## src/rtl/core/spifw_pkg.sv

```systemverilog
`timescale 1ns / 1ps

package spifw_pkg;

  localparam logic [31:0] FW_BYTES = 32'd262144;
  localparam int          FW_AW    = $clog2(FW_BYTES);
  localparam int          QDEPTH   = 2;
  localparam int          QPTR_W   = $clog2(QDEPTH);

  localparam logic [1:0]  OP_CTRL  = 2'd0;
  localparam logic [1:0]  OP_DATA  = 2'd1;
  localparam logic [1:0]  OP_LOAD  = 2'd2;

  localparam logic [1:0]  DEV_FW    = 2'd1;
  localparam logic [1:0]  DEV_TOUCH = 2'd2;

  localparam logic [2:0]  CH_TOUCH_Y = 3'd1;
  localparam logic [2:0]  CH_TOUCH_X = 3'd5;
  localparam logic [2:0]  CH_MIC     = 3'd6;

  localparam logic [7:0]  CMD_READ   = 8'h03;
  localparam logic [15:0] CTRL_WMASK = 16'hCF03;
  localparam logic [11:0] MIC_OFFSET = 12'h800;

  localparam int CTRL_STEP2 = 10;
  localparam int CTRL_HOLD  = 11;
  localparam int CTRL_IRQEN = 14;
  localparam int CTRL_EN    = 15;

  typedef enum logic [1:0] {
    ERR_OK         = 2'd0,
    ERR_FW_CMD     = 2'd1,
    ERR_TOUCH_CHAN = 2'd2,
    ERR_DEVICE     = 2'd3
  } err_t;

  typedef enum logic [1:0] {
    ACT_NONE  = 2'd0,
    ACT_READ  = 2'd1,
    ACT_WRITE = 2'd2
  } act_t;

  typedef struct packed {
    logic [1:0]         operation;
    logic [15:0]        value;
    logic [15:0]        mask;
    logic [17:0]        load_address;
    logic [11:0]        touch_x;
    logic [11:0]        touch_y;
    logic signed [15:0] mic_raw;
    logic               mic_present;
  } in_item_t;

  typedef struct packed {
    logic [7:0]  spi_data;
    logic        irq;
    logic [15:0] control_readback;
    logic [1:0]  error_code;
  } out_item_t;

  typedef struct packed {
    act_t             act;
    logic [FW_AW-1:0] addr;
    logic [7:0]       wdata;
    out_item_t        res;
  } desc_t;

endpackage

```

## src/rtl/core/spifw_queue.sv

```systemverilog
`timescale 1ns / 1ps

module spifw_queue
  import spifw_pkg::*;
(
  input  logic  clk,
  input  logic  rst_n,
  input  logic  push,
  input  desc_t push_desc,
  input  logic  pop,
  output logic  full,
  output logic  valid,
  output desc_t head
);

  desc_t                slot_r [QDEPTH];
  logic [QPTR_W-1:0]    wptr_r, wptr_nxt;
  logic [QPTR_W-1:0]    rptr_r, rptr_nxt;
  logic [QPTR_W:0]      cnt_r, cnt_nxt;

  assign full  = (cnt_r == (QPTR_W + 1)'(QDEPTH));
  assign valid = (cnt_r != '0);
  assign head  = slot_r[rptr_r];

  always_comb begin
    wptr_nxt = wptr_r;
    rptr_nxt = rptr_r;
    cnt_nxt  = cnt_r;
    if (push) begin
      wptr_nxt = (wptr_r == QPTR_W'(QDEPTH - 1)) ? '0 : wptr_r + 1'b1;
    end
    if (pop) begin
      rptr_nxt = (rptr_r == QPTR_W'(QDEPTH - 1)) ? '0 : rptr_r + 1'b1;
    end
    case ({push, pop})
      2'b10:   cnt_nxt = cnt_r + 1'b1;
      2'b01:   cnt_nxt = cnt_r - 1'b1;
      default: cnt_nxt = cnt_r;
    endcase
  end

  always_ff @(posedge clk) begin
    if (push) begin
      slot_r[wptr_r] <= push_desc;
    end
  end

  always_ff @(posedge clk) begin
    if (!rst_n) begin
      wptr_r <= '0;
      rptr_r <= '0;
      cnt_r  <= '0;
    end else begin
      wptr_r <= wptr_nxt;
      rptr_r <= rptr_nxt;
      cnt_r  <= cnt_nxt;
    end
  end

endmodule

```

## config.mk

```make
export PLATFORM = sky130hd
export DESIGN_NAME = spifw_queue
export DESIGN_NICKNAME = d
export VERILOG_FILES = /design/src/rtl/core/spifw_pkg.sv /design/src/rtl/core/spifw_queue.sv
export SDC_FILE = /design/constraint.sdc
export NUM_CORES = 1
export LEC_CHECK = 0
export BUFFER_PORTS_ARGS = -buffer_cell sky130_fd_sc_hd__buf_2
export CAP_MARGIN = 20
export CORE_MARGIN = 2
export CORE_UTILIZATION = 55
export DETAILED_ROUTE_END_ITERATION = 8
export PLACE_DENSITY = 0.88
export SETUP_SLACK_MARGIN = 0.15
export SYNTH_ARGS = -nofsm -noshare
export SYNTH_HDL_FRONTEND = slang
export SYNTH_SLANG_ARGS = --single-unit
```

## constraint.sdc

```tcl
create_clock -name clk -period 4.6 [get_ports clk]
set_input_delay 0.23 -clock clk [delete_from_list [all_inputs] [get_ports clk]]
set_output_delay 0.23 -clock clk [all_outputs]
set_load 0.02 [all_outputs]
```

After elaboration in Yosys (flattened, before gate mapping)
Memory sizes are Yosys's and may differ from the RTL's. A register that Yosys moved wholly into a read port is not among the register bits. Index checks and enable logic that the tools add are counted.

Output and inout bits: 57. Bits in registers: 4. Memories kept: 1. Word-level logic and storage cells: 20. Input bits: 59. Bits in writable memories: 110.

Memories: slot_r (words 2, bits a word 55, rd ports 1, clocked after memory_dff 1, write ports 1, RTL line spifw_queue.sv:16) `desc_t slot_r [QDEPTH];`.

Equal/unequal tests: 3. Mux-type cells: 7. Reduce and logical (&&, ||, !) cells: 2. Add/subtract/negate cells: 4.

Operators by type and width (number): 1-bit 2-to-1 mux (6); 2-bit == test (second input constant) (2); 2-bit one-hot mux with 2 select lines (1); 2-bit nonzero test (2); 1-bit adder (second input constant) (2); 2-bit by 1-bit adder with 2-bit output (second input constant) (1); 2-bit by 1-bit == test with 1-bit output (second input constant) (1); 2-bit by 1-bit subtractor with 2-bit output (second input constant) (1).

Depth between registers and ports, before layout
Depth after elaboration: 4. Mapped depth: 5. Gate-level depth less buffers: 5.

Worst setup path before layout
No wires, ideal clock.

Kind: reg-to-reg. Start point: register wptr_r. End point: memory slot_r[0][0] in the netlist's numbering (enable). Data required time: 4.129 ns. Cell stages (with the launch flop): 2. Arrival time: 2.641 ns. Clock period less this slack: 3.112 ns. Path slack: 1.488 ns. Library setup time: 0.471 ns. Buffers on the path: 0. Cell sequence: dfxtp_1 nor2_1.

RTL lines: start, declared (RTL line spifw_queue.sv:17) `logic [QPTR_W-1:0] wptr_r, wptr_nxt;`; start signal, assigned (RTL line spifw_queue.sv:54) `wptr_r <= wptr_nxt;`; end, declared (RTL line spifw_queue.sv:16).

Straight into the memory's write port.

==> impl_metrics.json <==
{
  "grt_pass1_wl_um": 12790,
  "worst_pin_slew_ps": 727.1,
  "endpoint_kind": "primary output",
  "drtAntennaViolNets": 0,
  "synth_commonest_cells": "110 x edfxtp_1, 55 x mux2_2, 5 x buf_4, 5 x dfxtp_1, 4 x and2_1",
  "io_pins": 116,
  "first_global_vias": 2669,
  "antenna_found_initial": 0,
  "synth-seq-cells": 115,
  "peakVddDrop_v": 0.0003134,
  "num_rows": 31,
  "fmax_mhz": 455.9,
  "post_cts_buffers": 0,
  "crit_fanout": 55,
  "synth_nets": 253,
  "synth_edf_count": 110,
  "port_buffers": 115,
  "arrival_ps": 1960,
  "die_area_um2": 8321,
  "hold_class": "input port to register",
  "fin_worst_skew_ps": 6.289,
  "grt_max_degree": 56,
  "synth.top_cell.area_share_pct": 78.95,
  "min_period_ps": 2193,
  "synth_most_common_cell": "edfxtp_1",
  "hold_viol": 0,
  "cp.required_ps": 4370,
  "ys_seq_area_share_pct": 81.34,
  "place.gp.congestion": 0.6645,
  "hold_ws_ps": 97.31,
  "wl_met2_um": 4813,
  "async_flop_share_pct": 0,
  "crit_type": "register to primary output",
  "fin_crit_sh_pct": 47.68,
  "drive_above_1_share_pct": 52.04,
  "cap_violations": 0,
  "die_y_um": 91.22,
  "nNetsFinal": 440,
  "setup_viol_count_final": 0,
  "netlist_area_um2": 4184,
  "syn_inst": 193,
  "dpl_cell_area_um2": 4873,
  "drc": 0,
  "root_buffer": "clkbuf_8",
  "insertion_delay_ps": 490,
  "p_per_area_nw_per_um2": 462.2,
  "clk_pin_slew_ps": 50,
  "cts_buffer_depth": 2,
  "clock_sinks": 115,
  "leakage_nw": 2.306,
  "drtIter0Drc": 103,
  "synthFlopType": "edfxtp_1",
  "rsz0062_at_grt": "false",
  "wl_um": 8530,
  "layout.area.seq_um2": 3405,
  "slew_violations": 0,
  "top_layer_used": "met4",
  "firstDrtPassIters": 4,
  "multi_input_area_um2": 743.2,
  "cts_resized": 0,
  "power.total_mw": 2.771,
  "overflow": 0,
  "finalInstanceArea_um2": 5995,
  "diodes": 0,
  "area_growth_syn_to_layout_pct": 43.27,
  "post-route-util_pct": 82.21,
  "syn_avg_cell_area_um2": 21.68,
  "track_usage_pct": 20.58,
  "synth.distinct_cells": 18,
  "slew_headroom_pct": 51.53,
  "yosys-top-cells-area": "edfxtp_1 79%, mux2_2 15%, dfxtp_1 2.4%",
  "synth_largest_area_cell": "edfxtp_1",
  "dr_total_vias": 2447,
  "crit_path_cell_trace": "buf_4 -> mux2_2 -> buf_2",
  "place_hpwl_um": 4350,
  "route.met3.wl_um": 360,
  "htree_num_levels": 4,
  "routed_via_density": 4.984,
  "start_kind": "register",
  "nFillCells": 412,
  "slowest_delay_ps": 560,
  "setup_tns_ps": 0,
  "status": "completed",
  "cpMaxStageDelayCell": "buf_4",
  "yosysWarningCount": 0,
  "cts_buffers": 17,
  "coreArea_um2": 7292,
  "die_w_um": 91.22,
  "start_util_pct": 57.38,
  "cts_tree": "yes",
  "avgRoutedWirePerCell_um": 17.37,
  "drt-met1-wl_um": 3288
}
critical path, delay by kind of cell, from the launching register on:
kind / cells / cell delay, ps
buffers and inverters: 2 / 730
muxes: 1 / 430
DFF: 1 / 300
worst paths after layout:
path / from / endpoint / slack (ps) / cells after the start
max reg2reg: wptr_r / slot_r[1][40] / 3030 / 2
max: register / head[10] / 2410 / 3
min reg2reg: cnt_r[1] / cnt_r[1] / 530 / 2
min: pop / register / 100 / 3
logic make-up (layout without fill, tap and decap cells):
| group | Yosys count | count (layout) | share of synthesized area, % |
|---|---|---|---|
| compound gates | 3 | 3 | 0.4785 |
| xor+xnor | 3 | 3 | 0.6281 |
| flops | 115 | 115 | 81.34 |
| simple gates | 9 | 9 | 1.346 |
| fa+ha+maj | 1 | 1 | 0.2990 |
| mux | 55 | 55 | 14.80 |
| buf+inv | 7 | 206 | 1.106 |
metal layers:
metal  track usage [%]  vias to the layer above
met5                 0                        -
met4             6.439                        0
met3             6.141                        9
met2             39.07                       79
met1             21.66                     1223
li1                  -                     1136
what timing repair did:
action / in CTS / in global routing
hold buffers: 55 / 1
setup endpoints to repair: 0 / 0
hold endpoints to repair: 110 / 1
placed cells by master, fill, tap and decap left out, drive strengths merged, types with 2 or more instances in the layout:
| cell type | Yosys | routed |
|---|---|---|
| clkbuf | 0 | 18 |
| mux2 | 55 | 55 |
| xnor2 | 2 | 2 |
| buf | 6 | 118 |
| dlygate4sd3 | 0 | 56 |
| bufinv | 0 | 3 |
| clkinvlp | 0 | 3 |
| edfxtp | 110 | 110 |
| and2 | 4 | 4 |
| clkinv | 0 | 7 |
| dfxtp | 5 | 5 |
power breakdown:
group	switching (mW)	leakage (nW)	internal (mW)
sequential	0.0162	1.07	1.21
combinational	0.172	0.965	0.145
clock	0.418	0.266	0.809
total	0.606	2.31	2.16
registers in the layout, indices dropped and copies added (netlist names), named ones only:
register,flops
cnt_r,2
rptr_r,1
slot_r,110
wptr_r,1
final cells by class:
type,instances,share of cell area (%)
clock buffer,18,6.971
clock inverter,13,2.379
inverter,1,0.06262
multi-input combinational,71,12.40
sequential,115,56.79
tap,99,2.066
timing repair buffer,174,19.33
metrics by stage:
stage               worst slack [ps]  std cells
detailed placement              2905        404
CTS                             2373        490
global route                    2299        491
finish                          2407        491
floorplan                       1488        193
global placement                2894        404
No activity file was read; power rests on OpenSTA's default activity.
