File: src/rtl/core/spifw_pkg.sv
`timescale 1ns / 1ps

package spifw_pkg;

  localparam logic [31:0] FW_BYTES = 32'd262144;
  localparam int          FW_AW    = $clog2(FW_BYTES);
  localparam int          QDEPTH   = 2;
  localparam int          QPTR_W   = $clog2(QDEPTH);

  localparam logic [1:0]  OP_CTRL  = 2'd0;
  localparam logic [1:0]  OP_DATA  = 2'd1;
  localparam logic [1:0]  OP_LOAD  = 2'd2;

  localparam logic [1:0]  DEV_FW    = 2'd1;
  localparam logic [1:0]  DEV_TOUCH = 2'd2;

  localparam logic [2:0]  CH_TOUCH_Y = 3'd1;
  localparam logic [2:0]  CH_TOUCH_X = 3'd5;
  localparam logic [2:0]  CH_MIC     = 3'd6;

  localparam logic [7:0]  CMD_READ   = 8'h03;
  localparam logic [15:0] CTRL_WMASK = 16'hCF03;
  localparam logic [11:0] MIC_OFFSET = 12'h800;

  localparam int CTRL_STEP2 = 10;
  localparam int CTRL_HOLD  = 11;
  localparam int CTRL_IRQEN = 14;
  localparam int CTRL_EN    = 15;

  typedef enum logic [1:0] {
    ERR_OK         = 2'd0,
    ERR_FW_CMD     = 2'd1,
    ERR_TOUCH_CHAN = 2'd2,
    ERR_DEVICE     = 2'd3
  } err_t;

  typedef enum logic [1:0] {
    ACT_NONE  = 2'd0,
    ACT_READ  = 2'd1,
    ACT_WRITE = 2'd2
  } act_t;

  typedef struct packed {
    logic [1:0]         operation;
    logic [15:0]        value;
    logic [15:0]        mask;
    logic [17:0]        load_address;
    logic [11:0]        touch_x;
    logic [11:0]        touch_y;
    logic signed [15:0] mic_raw;
    logic               mic_present;
  } in_item_t;

  typedef struct packed {
    logic [7:0]  spi_data;
    logic        irq;
    logic [15:0] control_readback;
    logic [1:0]  error_code;
  } out_item_t;

  typedef struct packed {
    act_t             act;
    logic [FW_AW-1:0] addr;
    logic [7:0]       wdata;
    out_item_t        res;
  } desc_t;

endpackage

File: src/rtl/core/spifw_front.sv
`timescale 1ns / 1ps

module spifw_front
  import spifw_pkg::*;
(
  input  logic     clk,
  input  logic     rst_n,
  input  logic     accept,
  input  in_item_t item,
  output desc_t    desc
);

  logic [15:0] ctrl_r, ctrl_nxt;
  logic [31:0] bc_r, bc_nxt;
  logic [7:0]  cmd_r, cmd_nxt;
  logic [31:0] fa_r, fa_nxt;
  logic [11:0] mic_r, mic_nxt;
  logic [7:0]  held_r, held_nxt;

  logic [15:0] msk;
  logic [1:0]  dev;
  logic [2:0]  chan;
  logic [11:0] tv;
  logic [11:0] mic_conv;
  logic [7:0]  b;
  logic [4:0]  sh;
  logic [7:0]  data;
  err_t        err;

  always_comb begin
    ctrl_nxt = ctrl_r;
    bc_nxt   = bc_r;
    cmd_nxt  = cmd_r;
    fa_nxt   = fa_r;
    mic_nxt  = mic_r;
    held_nxt = held_r;
    desc       = '0;
    desc.act   = ACT_NONE;
    data       = '0;
    err        = ERR_OK;
    msk        = item.mask & CTRL_WMASK;
    dev        = ctrl_r[9:8];
    chan       = cmd_r[6:4];
    b          = item.value[7:0];
    sh         = {2'd3 - bc_r[1:0], 3'b000};
    tv         = (chan == CH_TOUCH_Y) ? item.touch_y : item.touch_x;
    mic_conv   = item.mic_present ? (item.mic_raw[15:4] ^ MIC_OFFSET) : '0;
    desc.wdata = item.value[7:0];

    unique case (item.operation)
      OP_CTRL: begin
        ctrl_nxt = (ctrl_r & ~msk) | (item.value & msk);
      end
      OP_LOAD: begin
        if (32'(item.load_address) < FW_BYTES) begin
          desc.act  = ACT_WRITE;
          desc.addr = item.load_address[FW_AW-1:0];
        end
      end
      OP_DATA: begin
        if (ctrl_r[CTRL_EN]) begin
          if (bc_r == '0) begin
            cmd_nxt = b;
            fa_nxt  = '0;
          end else begin
            unique case (dev)
              DEV_FW: begin
                if (cmd_r != CMD_READ) begin
                  err = ERR_FW_CMD;
                end else if (bc_r < 32'd4) begin
                  // address phase, msb first
                  fa_nxt = fa_r | (32'(b) << sh);
                  data   = held_r;
                end else begin
                  if (fa_r < FW_BYTES) begin
                    desc.act  = ACT_READ;
                    desc.addr = fa_r[FW_AW-1:0];
                  end
                  fa_nxt = fa_r + (ctrl_r[CTRL_STEP2] ? 32'd2 : 32'd1);
                end
              end
              DEV_TOUCH: begin
                unique case (chan) inside
                  CH_TOUCH_Y, CH_TOUCH_X: begin
                    data = bc_r[0] ? {1'b0, tv[11:5]} : {tv[4:0], 3'b000};
                  end
                  CH_MIC: begin
                    if (bc_r[0]) begin
                      mic_nxt = mic_conv;
                      data    = {1'b0, mic_conv[11:5]};
                    end else begin
                      data = {mic_r[4:0], 3'b000};
                    end
                  end
                  default: err = ERR_TOUCH_CHAN;
                endcase
              end
              default: err = ERR_DEVICE;
            endcase
          end
          held_nxt     = data;
          bc_nxt       = ctrl_r[CTRL_HOLD] ? bc_r + 32'd1 : '0;
          desc.res.irq = ctrl_r[CTRL_IRQEN];
        end else begin
          held_nxt = '0;
        end
      end
      default: ;
    endcase

    desc.res.spi_data         = data;
    desc.res.error_code       = err;
    desc.res.control_readback = ctrl_nxt;
  end

  always_ff @(posedge clk) begin
    if (!rst_n) begin
      ctrl_r <= '0;
      bc_r   <= '0;
      cmd_r  <= '0;
      fa_r   <= '0;
      mic_r  <= '0;
      held_r <= '0;
    end else if (accept) begin
      ctrl_r <= ctrl_nxt;
      bc_r   <= bc_nxt;
      cmd_r  <= cmd_nxt;
      fa_r   <= fa_nxt;
      mic_r  <= mic_nxt;
      held_r <= held_nxt;
    end
  end

endmodule

File: config.mk
export PLATFORM = sky130hd
export DESIGN_NAME = spifw_front
export DESIGN_NICKNAME = d
export VERILOG_FILES = /design/src/rtl/core/spifw_pkg.sv /design/src/rtl/core/spifw_front.sv
export SDC_FILE = /design/constraint.sdc
export NUM_CORES = 1
export LEC_CHECK = 0
export BUFFER_PORTS_ARGS = -buffer_cell sky130_fd_sc_hd__buf_4
export CELL_PAD_IN_SITES_DETAIL_PLACEMENT = 1
export CELL_PAD_IN_SITES_GLOBAL_PLACEMENT = 1
export CORE_ASPECT_RATIO = 1.75
export CORE_MARGIN = 10
export CORE_UTILIZATION = 35
export CTS_BUF_LIST = sky130_fd_sc_hd__clkbuf_8
export DETAILED_ROUTE_END_ITERATION = 10
export PLACE_DENSITY = 0.84
export SLEW_MARGIN = 5
export SYNTH_ARGS = -nofsm -noshare
export SYNTH_HDL_FRONTEND = slang
export SYNTH_SLANG_ARGS = --single-unit
File: constraint.sdc
create_clock -name clk -period 5.9 [get_ports clk]
set_clock_uncertainty 0.2 [all_clocks]
set_input_delay 0.59 -clock clk [delete_from_list [all_inputs] [get_ports clk]]
set_output_delay 0.59 -clock clk [all_outputs]
set_load 0.005 [all_outputs]
# After elaboration in Yosys (flattened, before gate mapping)
# Index checks and enable logic that the tools add are counted.
# W data, S select, Z words.
# totals
reg_bits,101
latchBits,0
ram_bits,0
romBits,0
in_bits,96
out_inout_bits,55
wordCells,71
memories,0
# classes
addsub,3
multipliers,0
div,0
order_cmp,2
n_eq_ne,9
shift,1
muxes,33
n_bitwise,7
reduce_logical,10
# ops
operator,n
$mux W32,5
$mux W19,6
$mux W8,7
$pmux W20 S2,1
$add A32 B1 Y32 const B,1
$add A32 B2 Y32,1
$and A16 B16 Y16,2
$logic_not A32 Y1,1
$lt A32 B19 Y1 const B,1
$lt A32 B3 Y1 const B,1
$or A32 B32 Y32,1
$pmux W8 S2,2
$shl A8 B5 Y32,1
$mux W12,2
$mux W16,1
$not A16 Y16,1
$or A16 B16 Y16,1
$mux W2,5
$ne A8 B2 Y1 const B,1
$reduce_and A7 Y1,1
$eq A3 B3 Y1 const B,2
$reduce_and A5 Y1,1
$eq A2 B1 Y1 const B,2
$eq A2 B2 Y1 const B,2
13 further kinds,16

# Logic depth before layout (Yosys ltp)
# depth
ltp_word,8
mapped_depth,10
mapped_depth_nobuf,8

# Worst setup path before layout
# OpenSTA, ideal clock, no wires.
# synth_path
path_kind,reg2out
start,register ctrl_r[9]
end,output desc[36] in the netlist's numbering
arrival_ns,2.204
t_required_ns,5.110
setup_slack_ns,2.906
stages_incl_launch_ff,9
path_buffers,1
path_cell_list,dfxtp_1 > inv_1 > ha_1 > or4b_4 > or3_1 > nor3_4 > buf_4 > a22oi_1 > nor2b_1
# synth_lines
element,line,source
start: declaration,spifw_front.sv:13,"logic [15:0] ctrl_r, ctrl_nxt;"
start signal: assignment,spifw_front.sv:125,ctrl_r <= ctrl_nxt;
end: declaration,spifw_front.sv:10,output desc_t desc

==> results.ini <==
[clock_network]
clockRootBuffer = clkbuf_8
path_clk_slew_ns = 0.09
cts_max_level = 3
clock_sinks = 93
clk_latency_ns = 0.39
numCtsBuffers = 9
cts_tree = yes
post-cts-setup-buffers = 0
cts_hold_buf = 0
ctsResizeCount = 0
cts.path.max_buffers = 2

[synth]
async_flop_share = 0
synth.top_cell.area_share = 0.317
synth_seq_cells = 93
netlist.top_cell.by_area = dfxtp_1
yosysWarnings = 0
synth_common_cells = nand2_1 (104), dfxtp_1 (93), a21oi_1 (67)
synth_flop_cell = dfxtp_1
synth_cells = 759
synth.most_common_cell = nand2_1
ys_seq_area_frac = 0.317
syn_avg_cell_area_um2 = 7.75
synth_cell_types = 71
netlist_area_um2 = 5880
synth_edf_count = 0
netlist_top_cells_area = dfxtp_1 (32%), nand2_1 (6.6%), a21oi_1 (5.7%)

[critical_path]
end_kind = output port
timing.rr.start = bc_r[0]
cp_max_fo = 24
worstPathArrival_ns = 3.37
rrSetupSlack_ns = 2.23
rr_worst_depth = 8
path_class = reg2out
worstReg2RegEnd = fa_r[30]
crit_path_start_kind = flip-flop
cp.required_ns = 5.11

[run_status]
outcome = complete, no violations

[route]
vias = 6291
totalWireLength_mm = 22.7
ant_nets = 0
wl_per_cell_um = 21.0
drc = 0
vias_per_cell = 5.80
drt_iter0_drc = 285
firstDrtPassIters = 6

[sta]
tns_ns = 0
fin_crit_ns = 4.16
max_freq_mhz = 241
setup_slack_ns = 1.74
final_max_slew_viol_count = 0
fin_hold_ws_ns = 0.265
setup_violations = 0
tightest_slew_ns = 1.08
hold_violations = 0
period_share = 0.705
slew_headroom = 0.277
rsz0062_at_grt = false

[worst_hold_path]
min_path_type = reg2reg
hold_path_depth = 2
hold_end = cmd_r[3]
min_from = cmd_r[3]

[power]
irDropWorstVdd_uv = 121
p_total_mw = 1.25
powerDensity_nw_per_um2 = 175
p_leak_nw = 2.70

[placement]
place.gp.congestion = 0.955
dp_slack_ns = 2.21
dpl-instance-area_um2 = 6920
io_buffer_count = 128
place_hpwl_mm = 17.4
place_inst = 1069

[floorplanning]
die_w_um = 118
die-area_um2 = 22600
core_area_um2 = 16400
die_y_um = 191
rows = 62
initial_core_util = 0.358
pin_count = 151

[global_route]
grt_pass1_vias = 6690
antenna_found_initial = 0
grt_max_degree = 36
grt_overflow = 0
grt_pass1_wl_mm = 35.7
track_usage = 0.196

[final_layout]
drive_above_1_share = 0.205
area_growth_pct = 21.3
seq_area_um2 = 1860
diodes = 0
fin_area_um2 = 7130
utilization = 0.434
multi_input_area_um2 = 3700
nets = 962
stdcell_count = 1084
nFillCells = 2076

[flow_run]
cap_viol_max_count = 0

## how the worst max path moves through the flow
stage / cells past startpoint / startpoint / to
3_5_place_dp: 10 / item[92] / desc[52]
2_1_floorplan: 8 / ctrl_r[9] / desc[36]
4_1_cts: 8 / bc_r[9] / desc[23]
3_3_place_gp: 8 / bc_r[9] / desc[23]
5_1_grt: 8 / bc_r[9] / desc[22]
6_report: 8 / bc_r[9] / desc[23]
## kinds of logic (layout without fill, tap and decap cells)
kind of cell             after synthesis  after routing  synth area share
XOR/XNOR                              24             24            0.0357
multiplexers                          20             20            0.0442
AND/OR/NAND/NOR                      351            351             0.310
adder cells (fa/ha/maj)               10             10            0.0225
AO/OA/AOI/OAI                        187            187             0.210
buffers and inverters                 73            167            0.0606
other                                  1              8          0.000638
flip-flops                            93             93             0.317
## state kept, by name, indices dropped and copies added (netlist names)
signal	cells
mic_r	5
ctrl_r	8
held_r	8
cmd_r	8
bc_r	32
fa_r	32
## metal layers
| metal | share of wire | GRT usage | vias to the layer above |
|---|---|---|---|
| li1 | - | - | 2958 |
| met1 | 0.36 | 0.191 | 3072 |
| met2 | 0.56 | 0.386 | 196 |
| met3 | 0.046 | 0.0304 | 65 |
| met4 | 0.039 | 0.0984 | 0 |
| met5 | 0 | 0 | - |
## placed cells by master, fill, tap and decap left out, types with 9 or more instances in the layout
cell type | synthesis | layout
buf_4 | 18 | 135
nand2_1 | 104 | 104
dfxtp_1 | 93 | 93
a21oi_1 | 67 | 67
nor2_1 | 58 | 58
nand3_1 | 37 | 37
nor4_1 | 23 | 23
nand4_1 | 21 | 21
xor2_1 | 20 | 20
nor3_1 | 20 | 19
o21ai_0 | 19 | 19
a22oi_1 | 18 | 18
nor2b_1 | 18 | 18
inv_1 | 16 | 17
a31oi_1 | 17 | 17
and3_1 | 17 | 17
and4_1 | 15 | 15
or3_1 | 12 | 12
clkbuf_8 | 0 | 10
ha_1 | 9 | 9
## cell type report
| cell class | count | share of cell area |
|---|---|---|
| multi-input cells | 600 | 0.519 |
| flip-flops and latches | 93 | 0.261 |
| repair buffers | 135 | 0.142 |
| well taps | 224 | 0.0393 |
| clock buffers | 10 | 0.0193 |
| clock inverters | 5 | 0.0107 |
| inverters | 17 | 0.00895 |
## worst max-delay path: stages (launching register included)
cell	delay (ns)
dfxtp_1	0.37
nor4_1	0.59
and4_1	0.57
nand2_1	0.10
buf_4	0.25
nor2_1	0.49
a21oi_1	0.16
nor4_1	0.26
buf_4	0.18
## report_power, final
part | internal (mW) | switching, mW
combinational | 0.0691 | 0.0676
clock | 0.246 | 0.237
sequential | 0.629 | 0.00227
Power figures use the tool's default switching activity.
