**config.mk**
```make
export PLATFORM = sky130hd
export DESIGN_NAME = spifw_back
export DESIGN_NICKNAME = d
export VERILOG_FILES = /design/src/rtl/core/spifw_pkg.sv /design/src/rtl/core/spifw_back.sv
export SDC_FILE = /design/constraint.sdc
export NUM_CORES = 1
export LEC_CHECK = 0
export ABC_CLOCK_PERIOD_IN_PS = 1600
export BUFFER_PORTS_ARGS = -buffer_cell sky130_fd_sc_hd__buf_2
export CAP_MARGIN = 5
export CORE_MARGIN = 2
export CORE_UTILIZATION = 33
export DETAILED_ROUTE_END_ITERATION = 10
export PLACE_DENSITY_LB_ADDON = 0.08
export SYNTH_ARGS = -nofsm -noshare
export SYNTH_HDL_FRONTEND = slang
export SYNTH_SLANG_ARGS = --single-unit
export TNS_END_PERCENT = 30
```
**constraint.sdc**
```tcl
create_clock -name clk -period 1.6 [get_ports clk]
set_input_delay 0.32 -clock clk [delete_from_list [all_inputs] [get_ports clk]]
set_output_delay 0.32 -clock clk [all_outputs]
set_load 0.005 [all_outputs]
```
**src/rtl/core/spifw_pkg.sv**
```systemverilog
`timescale 1ns / 1ps

package spifw_pkg;

  localparam logic [31:0] FW_BYTES = 32'd262144;
  localparam int          FW_AW    = $clog2(FW_BYTES);
  localparam int          QDEPTH   = 2;
  localparam int          QPTR_W   = $clog2(QDEPTH);

  localparam logic [1:0]  OP_CTRL  = 2'd0;
  localparam logic [1:0]  OP_DATA  = 2'd1;
  localparam logic [1:0]  OP_LOAD  = 2'd2;

  localparam logic [1:0]  DEV_FW    = 2'd1;
  localparam logic [1:0]  DEV_TOUCH = 2'd2;

  localparam logic [2:0]  CH_TOUCH_Y = 3'd1;
  localparam logic [2:0]  CH_TOUCH_X = 3'd5;
  localparam logic [2:0]  CH_MIC     = 3'd6;

  localparam logic [7:0]  CMD_READ   = 8'h03;
  localparam logic [15:0] CTRL_WMASK = 16'hCF03;
  localparam logic [11:0] MIC_OFFSET = 12'h800;

  localparam int CTRL_STEP2 = 10;
  localparam int CTRL_HOLD  = 11;
  localparam int CTRL_IRQEN = 14;
  localparam int CTRL_EN    = 15;

  typedef enum logic [1:0] {
    ERR_OK         = 2'd0,
    ERR_FW_CMD     = 2'd1,
    ERR_TOUCH_CHAN = 2'd2,
    ERR_DEVICE     = 2'd3
  } err_t;

  typedef enum logic [1:0] {
    ACT_NONE  = 2'd0,
    ACT_READ  = 2'd1,
    ACT_WRITE = 2'd2
  } act_t;

  typedef struct packed {
    logic [1:0]         operation;
    logic [15:0]        value;
    logic [15:0]        mask;
    logic [17:0]        load_address;
    logic [11:0]        touch_x;
    logic [11:0]        touch_y;
    logic signed [15:0] mic_raw;
    logic               mic_present;
  } in_item_t;

  typedef struct packed {
    logic [7:0]  spi_data;
    logic        irq;
    logic [15:0] control_readback;
    logic [1:0]  error_code;
  } out_item_t;

  typedef struct packed {
    act_t             act;
    logic [FW_AW-1:0] addr;
    logic [7:0]       wdata;
    out_item_t        res;
  } desc_t;

endpackage

```
**src/rtl/core/spifw_back.sv**
```systemverilog
`timescale 1ns / 1ps

module spifw_back
  import spifw_pkg::*;
(
  input  logic             clk,
  input  logic             rst_n,
  input  logic             q_valid,
  input  desc_t            q_head,
  output logic             q_pop,
  output logic [FW_AW-1:0] ram_addr,
  output logic             ram_we,
  output logic [7:0]       ram_wdata,
  output logic             ram_re,
  input  logic [7:0]       ram_rdata,
  output logic             out_valid,
  input  logic             out_stall,
  output out_item_t        out_data
);

  logic      out_valid_r, out_valid_nxt;
  logic      sel_mem_r;
  out_item_t res_r;

  assign q_pop     = q_valid && (!out_valid_r || !out_stall);
  assign ram_addr  = q_head.addr;
  assign ram_wdata = q_head.wdata;
  assign ram_we    = q_pop && (q_head.act == ACT_WRITE);
  assign ram_re    = q_pop && (q_head.act == ACT_READ);

  always_comb begin
    out_valid_nxt = out_valid_r;
    if (q_pop) begin
      out_valid_nxt = 1'b1;
    end else if (!out_stall) begin
      out_valid_nxt = 1'b0;
    end
  end

  always_ff @(posedge clk) begin
    if (!rst_n) begin
      out_valid_r <= 1'b0;
    end else begin
      out_valid_r <= out_valid_nxt;
    end
  end

  always_ff @(posedge clk) begin
    if (q_pop) begin
      res_r     <= q_head.res;
      sel_mem_r <= (q_head.act == ACT_READ);
    end
  end

  // read data stays put while the transaction is stalled
  always_comb begin
    out_data = res_r;
    if (sel_mem_r) begin
      out_data.spi_data = ram_rdata;
    end
  end

  assign out_valid = out_valid_r;

endmodule

```
# Yosys cells after proc, flatten, opt, wreduce, memory -nomap -nowiden
# Cells that the tools add are included.
# W data, S select, Z words.
[classes] n_addsub=0 multipliers=0 div=0 order_cmp=0 n_eq_ne=3 shift=0 n_mux=3 bitwise_logic=0 reduce_logical=6
[op_table] operator="$mux W8" count=1
[op_table] operator="$logic_and A1 B1 Y1" count=3
[op_table] operator="$eq A2 B1 Y1 const B" count=1
[op_table] operator="$eq A2 B2 Y1 const B" count=1
[op_table] operator="$logic_not A1 Y1" count=2
[op_table] operator="$mux W1" count=2
[op_table] operator="$ne A2 B2 Y1 const B" count=1
[op_table] operator="$logic_or A1 B1 Y1" count=1
[totals] register_bits=29 latch_bits=0 ramBits=0 romBits=0 inputBits=67 out_inout_bits=57 wordCells=18 memories=0

# Logic depth before layout (Yosys ltp)
# Gate-level depths: netlist of the first run.
[logic_depth] depth_word=4 mapped_depth=2 ltp_nobuf=2

# Worst setup path after synthesis of the first run
# Ideal clock, no wire load.
[synth_timing] path_type="reg-to-output" from="reg out_valid_r (netlist: out_valid)" to="out ram_we" arrival_time_ns=1.534 t_required_ns=1.280 setup_slack_ns=-0.254 stages_incl_launch_ff=3 path_buffers=0 cell_sequence="dfxtp_1 -> a21boi_2 -> and3b_1"
[synth_between] elab_chain_len=4
[synth_rtl] item="start, declared" line="spifw_back.sv:21" source="logic out_valid_r, out_valid_nxt;"
[synth_rtl] item="start signal, assigned" line="spifw_back.sv:44" source="out_valid_r <= out_valid_nxt;"
[synth_rtl] item="$logic_not A1 Y1" line="spifw_back.sv:25" source="assign q_pop = q_valid && (!out_valid_r || !out_stall);"
[synth_rtl] item="$logic_or A1 B1 Y1" line="spifw_back.sv:25"
[synth_rtl] item="$logic_and A1 B1 Y1" line="spifw_back.sv:25"
[synth_rtl] item="named net q_pop" line="spifw_back.sv:10" source="output logic q_pop,"
[synth_rtl] item="$logic_and A1 B1 Y1" line="spifw_back.sv:28" source="assign ram_we = q_pop && (q_head.act == ACT_WRITE);"
[synth_rtl] item="end, declared" line="spifw_back.sv:12" source="output logic ram_we,"
# The timed path passes the listed nets, and every way through them passes these cells.

==> reports/summary.txt, run 1 <==
Fraction of layout cells with a size suffix above 1 -> 71.4%
Final Core Density -> 40.7%
Fin. Hold Viols -> 0
Clk Latency, worst-skew pair -> 0.27 ns
Row count -> 23
Hold path startpoint -> q_head[23]
Worst setup path class -> reg -> out
PortBufs -> 71
Chip height -> 68.5 um
Register-to-Register Path Depth -> 2
GR Util met1 -> 10.3%
# DRC -> 0
Distinct cell type count after synthesis -> 10
Clock Skews -> 0.00349 ns
Die width -> 68.5 um
Longest Clk Path Bufs -> 2
End of the worst hold path -> res_r[23]$_DFFE_PP_
Inserted Diodes -> 0
Die area -> 4690 um^2
First-pass GRT wire length -> 3130 um
Max-Cap Viols -> 0
Met2 usage -> 14.3%
Hold depth -> 1
Largest net degree at the start of global routing -> 21
GR peak layer -> met2
M3 GR Usage -> 5.52%
Routability cong. -> 0.574
Final wirelength -> 2310 um
Pre-CTS WS -> 0.198 ns
Initial antenna violation count -> 0
Critical path peak fanout -> 4
Fin nets -> 192
Post-Synthesis Cell Area -> 1370 um^2
Via count -> 739
Initial Util -> 34.3%
RSZ-0062 raised after global routing -> true
Slew HR -> 82.2%
Root buf cell -> clkbuf_8
Final Slew Violations -> 0
Worst r2r dst -> out_data[15]$_DFFE_PP_
Global Route Usage Sum -> 9.82%
Initial DRC Count -> 9
Pre-antenna DRT Iters -> 4
Peak VDD IR -> 484 uV
Gate Count Post-Synth -> 89
R2R Path Start -> out_valid$_SDFFE_PN0P_
Drt via density -> 4.20
Seq cells post-synth -> 29
WP data arrival -> 1.28 ns
Post-synthesis net count -> 156
Hold crit path type -> in -> reg
Slew at the pin closest to its max-slew limit -> 0.267 ns
Clock Sinks -> 29
Min Tclk post-route -> 1.60 ns
Worst setup SP type -> flop
Routed len/inst -> 13.1 um
Clock-pin slew on the worst setup and hold paths -> 0.06 ns
Mapped Avg Cell Area -> 15.4 um^2
Num CTS Buffers -> 5
Worst Hold Slack -> 0.219 ns
Final Cycle Share -> 99.9%
Final WS setup -> 0.00160 ns
CP required -> 1.28 ns
Fmax -> 626 MHz
Core area -> 4000 um^2
# IOs -> 124
Worst reg-to-reg setup slack -> 0.42 ns
CTS tree -> done
H-tree level count -> 2
Post-route ant nets -> 0
Sequential area share after synthesis -> 62.7%
Leakage power -> 0.000735 uW
Setup-failing EPs final -> 0
Status -> finished, final reports clean
Syn. warnings -> 0
CP Capture Type -> output pin
Vias in the first global route -> 695
Remaining Overflow, GRT -> 0
Power per cell area -> 1040 nW/um^2
Area Overhead vs Synth -> 18.5%
[synth_stat cells (all sizes together)]
master / n / area share (%)
dfxtp: 1 / 1.5
a21oi: 1 / 0.36
and2: 1 / 0.46
buf: 46 / 25
mux2: 8 / 8.7
a21boi: 1 / 0.82
edfxtp: 28 / 61
nor2b: 2 / 0.91
and3b: 1 / 0.64
[power by group]
| group | switching [uW] | internal, uW |
|---|---|---|
| clock | 247 | 350 |
| sequential | 12.4 | 886 |
| combinational | 73.4 | 126 |
| total | 333 | 1360 |
[metal layers]
metal | part of all wire (%) | vias up
li1 | - | 332
met1 | 36 | 331
met2 | 44 | 59
met3 | 16 | 17
met4 | 3.9 | 0
met5 | 0 | -
[logic make-up (layout without fill, tap and decap cells)]
logic type | count (synthesis) | in the layout | synth area share (%)
buf+inv | 46 | 83 | 25.4
flops | 29 | 29 | 62.7
mux | 8 | 8 | 8.74
simple gates | 4 | 4 | 2.00
compound gates | 2 | 2 | 1.18
[timing repair]
item | in CTS | in global routing
buffers inserted | 2 | 0
hold buffers | 0 | 0
gates resized for setup | 0 | 10
setup endpoints to repair | 8 | 8
[layout by cell type (no fill, tap or decap)]
cell	count
mux2_4	8
nor2b_1	2
buf_2	63
edfxtp_1	28
buf_4	2
and2_1	1
clkbuf_8	6
clkbuf_1	2
and3b_1	1
dfxtp_1	1
buf_6	10
a21boi_4	1
a21oi_1	1
[stage by stage]
step | total power [uW] | cells | TNS, ns | instance area (um^2)
after global routing | 1780 | 176 | -0.264 | 1630
final | 1690 | 176 | 0 | 1630
after detailed placement | 1090 | 166 | 0 | 1470
after CTS | 1700 | 176 | 0 | 1570
after floorplan | 1070 | 89 | 0 | 1380
after global placement | 1080 | 166 | 0 | 1470
[critical path, cell delays in order, from the launching register on]
cell and delay [ns]:
edfxtp_1 0.43, buf_6 0.16, mux2_4 0.29, buf_6 0.12
[area by class of cell]
type	instances	area, um^2
fillers	380	2370
repair buffers	75	443
flip-flops and latches	29	861
clock buffers	8	90.1
multi-input cells	14	171
well taps	50	62.6
[state kept, by name, indices dropped and copies added, names as in the netlist]
signal,count
out_data,19
sel_mem_r,1
res_r,8
out_valid,1
[worst max-delay path by stage]
stage                      startpoint      endpoint  cells past startpoint
6_report          sel_mem_r$_DFFE_PP_  out_data[23]                      3
5_1_grt           sel_mem_r$_DFFE_PP_  out_data[21]                      3
4_1_cts           sel_mem_r$_DFFE_PP_  out_data[23]                      3
2_1_floorplan  out_valid$_SDFFE_PN0P_        ram_we                      2
3_3_place_gp      sel_mem_r$_DFFE_PP_  out_data[23]                      2
3_5_place_dp      sel_mem_r$_DFFE_PP_  out_data[21]                      2
Power figures use the tool's default switching activity.
==> run 2: changes to the inputs <==
--- a/config.mk
+++ b/config.mk
@@ -5,6 +5,7 @@
 export SDC_FILE = /design/constraint.sdc
 export NUM_CORES = 1
 export LEC_CHECK = 0
+export ABC_AREA = 1
 export ABC_CLOCK_PERIOD_IN_PS = 1600
 export BUFFER_PORTS_ARGS = -buffer_cell sky130_fd_sc_hd__buf_2
 export CAP_MARGIN = 5
==> reports/summary.txt, run 2 <==
Status -> finished, final reports clean
Final Slew Violations -> 0
Fin Setup TNS -> 0 ns
Largest net degree at the start of global routing -> 17
Critical path peak fanout -> 16
Commonest non-fill, non-tap cell in the layout -> buf_2
Slowest cell on crit path -> edfxtp_1
Pre-antenna DRT Iters -> 4
Min Tclk post-route -> 1.46 ns
Fin. Hold Viols -> 0
Area Overhead vs Synth -> 13.2%
Gate Count Post-Synth -> 112
Power per cell area -> 1040 nW/um^2
Max reg flops -> 19
Hold crit path type -> in -> reg
Worst path cell trace -> buf_4 > o21ai_0 > buf_2
H-tree level count -> 2
Die area -> 4650 um^2
Distinct cell type count after synthesis -> 9
First-pass GRT wire length -> 3100 um
Post-synth top cells -> buf_4 (45), edfxtp_1 (28), inv_1 (14)
Global Route Usage Sum -> 9.87%
Post-CTS setup buffer count -> 0
Routability cong. -> 0.691
Fmax -> 685 MHz
CP Capture Type -> output pin
Drt via density -> 3.91
Post-route ant nets -> 0
PostCTS Resize Cnt -> 0
Leakage power -> 0.000745 uW
Clock Skews -> 0.00261 ns
Die width -> 68.2 um
Post-synth EDFFs -> 28
Seq cells post-synth -> 29
Longest Clk Path Bufs -> 2
Ys async rst share -> 0%
# IOs -> 124
Post-synth top flop -> edfxtp_1
Slew at the pin closest to its max-slew limit -> 0.206 ns
PortBufs -> 71
Count leader, synth -> buf_4
Via count -> 779
Chip height -> 68.2 um
Fin nets -> 215
Worst setup path class -> reg -> out
Vias in the first global route -> 752
Final Cycle Share -> 91.3%
Crit-path max cell delay -> 0.35 ns
Setup-failing EPs final -> 0
Num CTS Buffers -> 5
Initial DRC Count -> 13
Peak VDD IR -> 501 uV
Worst Hold Slack -> 0.219 ns
Synth area leaders -> edfxtp_1 (62%), buf_4 (25%), inv_1 (3.9%), nand2_1 (3.3%), o21ai_0 (2.9%)
Fraction of layout cells with a size suffix above 1 -> 54.4%
Row count -> 23
Sequential area share after synthesis -> 63.3%
Final HPWL DP -> 1730 um
Post-Synthesis Cell Area -> 1360 um^2
Hold-fix buffers, CTS -> 0
Post-synthesis net count -> 179
Remaining Overflow, GRT -> 0
RSZ-0062 raised after global routing -> false
Routed len/inst -> 10.9 um
Root buf cell -> clkbuf_8
Most frequent cells in the layout -> buf_2 (71), edfxtp_1 (28), inv_1 (14), nand2_1 (12), o21ai_0 (8)
WP data arrival -> 1.14 ns
Clock-pin slew on the worst setup and hold paths -> 0.06 ns
Clk Latency, worst-skew pair -> 0.27 ns
Yosys top cell area share -> 61.8%
Initial antenna violation count -> 0
CTS tree -> done
Max-Cap Viols -> 0
Inserted Diodes -> 0
Syn. warnings -> 0
CP required -> 1.28 ns
Filler cell count -> 408
Slew HR -> 86.3%
Clock Sinks -> 29
Initial Util -> 34.2%
Worst setup SP type -> flop
# DRC -> 0
Cell taking the most area after synthesis -> edfxtp_1
Core area -> 3970 um^2
Final wirelength -> 2170 um
Mapped Avg Cell Area -> 12.1 um^2
==> run 2: cell types whose count changed in the layout (fill, tap and decap cells not counted), moves of 8 or more <==
cell / change
o21ai_0: +8
inv_1: +14
mux2_4: -8
buf_2: +8
buf_6: -10
nand2_1: +12
==> run 2: kinds of logic after synthesis <==
kind of cell | synth area share [%]
AOI/OAI and AO/OA | 3.31
DFF | 63.3
and+or+nand+nor | 3.86
buffers and inverters | 29.5
==> run 2: report_power, final <==
group | switching (uW) | internal (uW) | total [uW]
combinational | 74.5 | 83.6 | 158
sequential | 9.02 | 886 | 895
clock | 251 | 291 | 542
==> run 2: metal layers <==
layer	vias up	global-route usage [%]	share of wire, %
li1	385	-	-
met1	323	8.14	34
met2	60	15.5	46
met3	11	7.89	17
met4	0	7.25	2.6
met5	-	0	0
==> run 2: metrics by stage <==
stage          power [uW]  cell area [um^2]  cells  worst slack (ns)  utilization (%)
2_1_floorplan        1050              1360    112             0.166                -
3_3_place_gp         1070              1450    190             0.363             36.5
3_5_place_dp         1070              1450    190             0.322             36.5
4_1_cts              1630              1530    198            0.0102             38.6
5_1_grt              1690              1540    199            0.0502             38.8
6_report             1600              1540    199             0.139             38.8
==> run 2: final cells by class <==
type	count	area (um^2)	area share, %
clock buffers	5	68.8	4.47
clock inverters	3	12.5	0.812
inverters	14	52.6	3.41
multi-input cells	23	97.6	6.34
flip-flops and latches	29	861	55.9
well taps	50	62.6	4.06
repair buffers	75	385	25.0
==> run 2: final timing paths <==
path         cells after the start                      to                   start  slack [ns]
min reg2reg                      2  out_valid$_SDFFE_PN0P_  out_valid$_SDFFE_PN0P_        0.48
max reg2reg                      4     res_r[25]$_DFFE_PP_  out_valid$_SDFFE_PN0P_        0.47
min                              1  out_data[16]$_DFFE_PP_              q_head[16]        0.22
max                              3            out_data[23]     sel_mem_r$_DFFE_PP_        0.14
==> run 2: critical path: cells and delay by family, from the launching register on <==
kind | cells | cell delay, ns
buffers and inverters | 2 | 0.33
DFF | 1 | 0.35
AOI/OAI and AO/OA | 1 | 0.19
==> run 3: changes to the inputs <==
--- a/config.mk
+++ b/config.mk
@@ -12,7 +12,7 @@
 export CORE_MARGIN = 2
 export CORE_UTILIZATION = 33
 export DETAILED_ROUTE_END_ITERATION = 10
-export PLACE_DENSITY_LB_ADDON = 0.08
+export PLACE_DENSITY = 0.75
 export SYNTH_ARGS = -nofsm -noshare
 export SYNTH_HDL_FRONTEND = slang
 export SYNTH_SLANG_ARGS = --single-unit
==> reports/summary.txt, run 3 (same netlist as run 2, synthesis figures left out) <==
Status -> finished, final reports clean
Global Route Usage Sum -> 10.1%
Final Slew Violations -> 0
Fin. Hold Viols -> 0
Max-Cap Viols -> 0
CTS tree -> done
Power per cell area -> 1040 nW/um^2
Root buf cell -> clkbuf_8
Initial antenna violation count -> 0
Remaining Overflow, GRT -> 0
Pre-CTS WS -> 0.300 ns
Die area -> 4650 um^2
Final Core Density -> 39.0%
End of the worst hold path -> res_r[22]$_DFFE_PP_
Critical path peak fanout -> 16
Worst setup path class -> reg -> out
RSZ-0062 raised after global routing -> false
First-pass GRT wire length -> 3150 um
Final HPWL DP -> 1840 um
Final WS setup -> 0.138 ns
Placed Cells -> 191
Min Tclk post-route -> 1.46 ns
Vias in the first global route -> 718
Clk Latency, worst-skew pair -> 0.27 ns
Clock Sinks -> 29
Initial Util -> 34.2%
Final Cycle Share -> 91.3%
Die width -> 68.2 um
Filler cell count -> 395
Hold-fix buffers, CTS -> 0
Chip height -> 68.2 um
Worst setup SP type -> flop
# DRC -> 0
Pre-antenna DRT Iters -> 3
H-tree level count -> 2
Inserted Diodes -> 0
Fin Setup TNS -> 0 ns
Post-route ant nets -> 0
Fraction of layout cells with a size suffix above 1 -> 55.3%
Area Overhead vs Synth -> 13.9%
Final wirelength -> 2270 um
Via count -> 780
Met2 usage -> 13.7%
# IOs -> 124
Routed len/inst -> 11.3 um
Buffer and inverter count on the worst path -> 2
Peak VDD IR -> 597 uV
Fin nets -> 216
Worst r2r dst -> out_data[10]$_DFFE_PP_
CP required -> 1.28 ns
Worst path cell trace -> buf_4 > o21ai_0 > buf_2
Register-to-Register Path Depth -> 4
Post-Layout Cell Count -> 200
Num CTS Buffers -> 5
R2R Path Start -> out_valid$_SDFFE_PN0P_
Clock Skews -> 0.00293 ns
Clock-pin slew on the worst setup and hold paths -> 0.06 ns
Longest Clk Path Bufs -> 2
Slowest cell on crit path -> edfxtp_1
GR Util met1 -> 9.45%
Largest net degree at the start of global routing -> 17
Setup-failing EPs final -> 0
CP Capture Type -> output pin
Most frequent cells in the layout -> buf_2 (71), edfxtp_1 (28), inv_1 (14), nand2_1 (12), o21ai_0 (8)
Hold crit path type -> in -> reg
PortBufs -> 71
Hold path startpoint -> q_head[22]
Core area -> 3970 um^2
Drt via density -> 3.90
Initial DRC Count -> 10
Cell family contributing the most delay on the critical path -> flip-flops
Crit-path max cell delay -> 0.35 ns
Routability cong. -> 0.709
Slew at the pin closest to its max-slew limit -> 0.219 ns
Max reg flops -> 19
M3 GR Usage -> 7.24%
Slew HR -> 85.4%
Fmax -> 684 MHz
Worst reg-to-reg setup slack -> 0.45 ns
Leakage power -> 0.000751 uW
WP data arrival -> 1.14 ns
Row count -> 23
GR peak layer -> met2
Commonest non-fill, non-tap cell in the layout -> buf_2
Hold depth -> 1
-- run 3: cell types whose count changed in the layout (fill, tap and decap cells not counted), sizes merged --
| cell | delta |
|---|---|
| buf | +1 |
| clkbuf | +1 |
| clkinv | -1 |
-- run 3: power breakdown --
group          internal [uW]  switching [uW]  total (uW)
clock network            300             247         547
registers                886            9.29         895
logic                   85.6            76.1         162
total                   1270             333        1600
-- run 3: layer usage --
metal | wire, um | vias up
met1 | 722 | 317
met5 | 0 | -
met2 | 1020 | 55
met3 | 397 | 21
met4 | 125 | 0
li1 | - | 387
-- run 3: worst register-to-register path, cell delays in order, from the launching register on --
cell	delay [ns]
dfxtp_1	0.31
nand2_1	0.07
nand2_1	0.08
inv_1	0.19
buf_4	0.22
-- run 3: repair_timing --
item,CTS,global route
buffers inserted,0,1
gates resized for setup,0,0
setup endpoints to repair,0,8
-- run 3: worst max path at each step --
stage / slack, ns / cells past startpoint / startpoint / endpoint
finish: 0.14 / 3 / sel_mem_r$_DFFE_PP_ / out_data[21]
global route: 0.04 / 3 / sel_mem_r$_DFFE_PP_ / out_data[26]
CTS: 0.04 / 2 / sel_mem_r$_DFFE_PP_ / out_data[21]
detailed placement: 0.30 / 5 / out_stall / res_r[22]$_DFFE_PP_
global placement: 0.32 / 2 / sel_mem_r$_DFFE_PP_ / out_data[25]
floorplan: 0.17 / 3 / out_stall / out_data[0]$_DFFE_PP_
-- run 3: metrics by stage --
stage                     cell area (um^2)  power [uW]  hold slack [ns]
after floorplan                       1360        1050            0.419
after global placement                1460        1070            0.466
after detailed placement              1460        1070            0.476
after CTS                             1540        1630            0.205
after global routing                  1550        1680            0.202
final                                 1550        1600            0.220
-- run 3: cell type report --
type / instances / area [um^2] / share of cell area [%]
multi-input cells: 23 / 97.6 / 6.30
clock buffers: 6 / 72.6 / 4.68
clock inverters: 2 / 10.0 / 0.646
repair buffers: 76 / 393 / 25.4
inverters: 14 / 52.6 / 3.39
flip-flops and latches: 29 / 861 / 55.6
well taps: 50 / 62.6 / 4.04
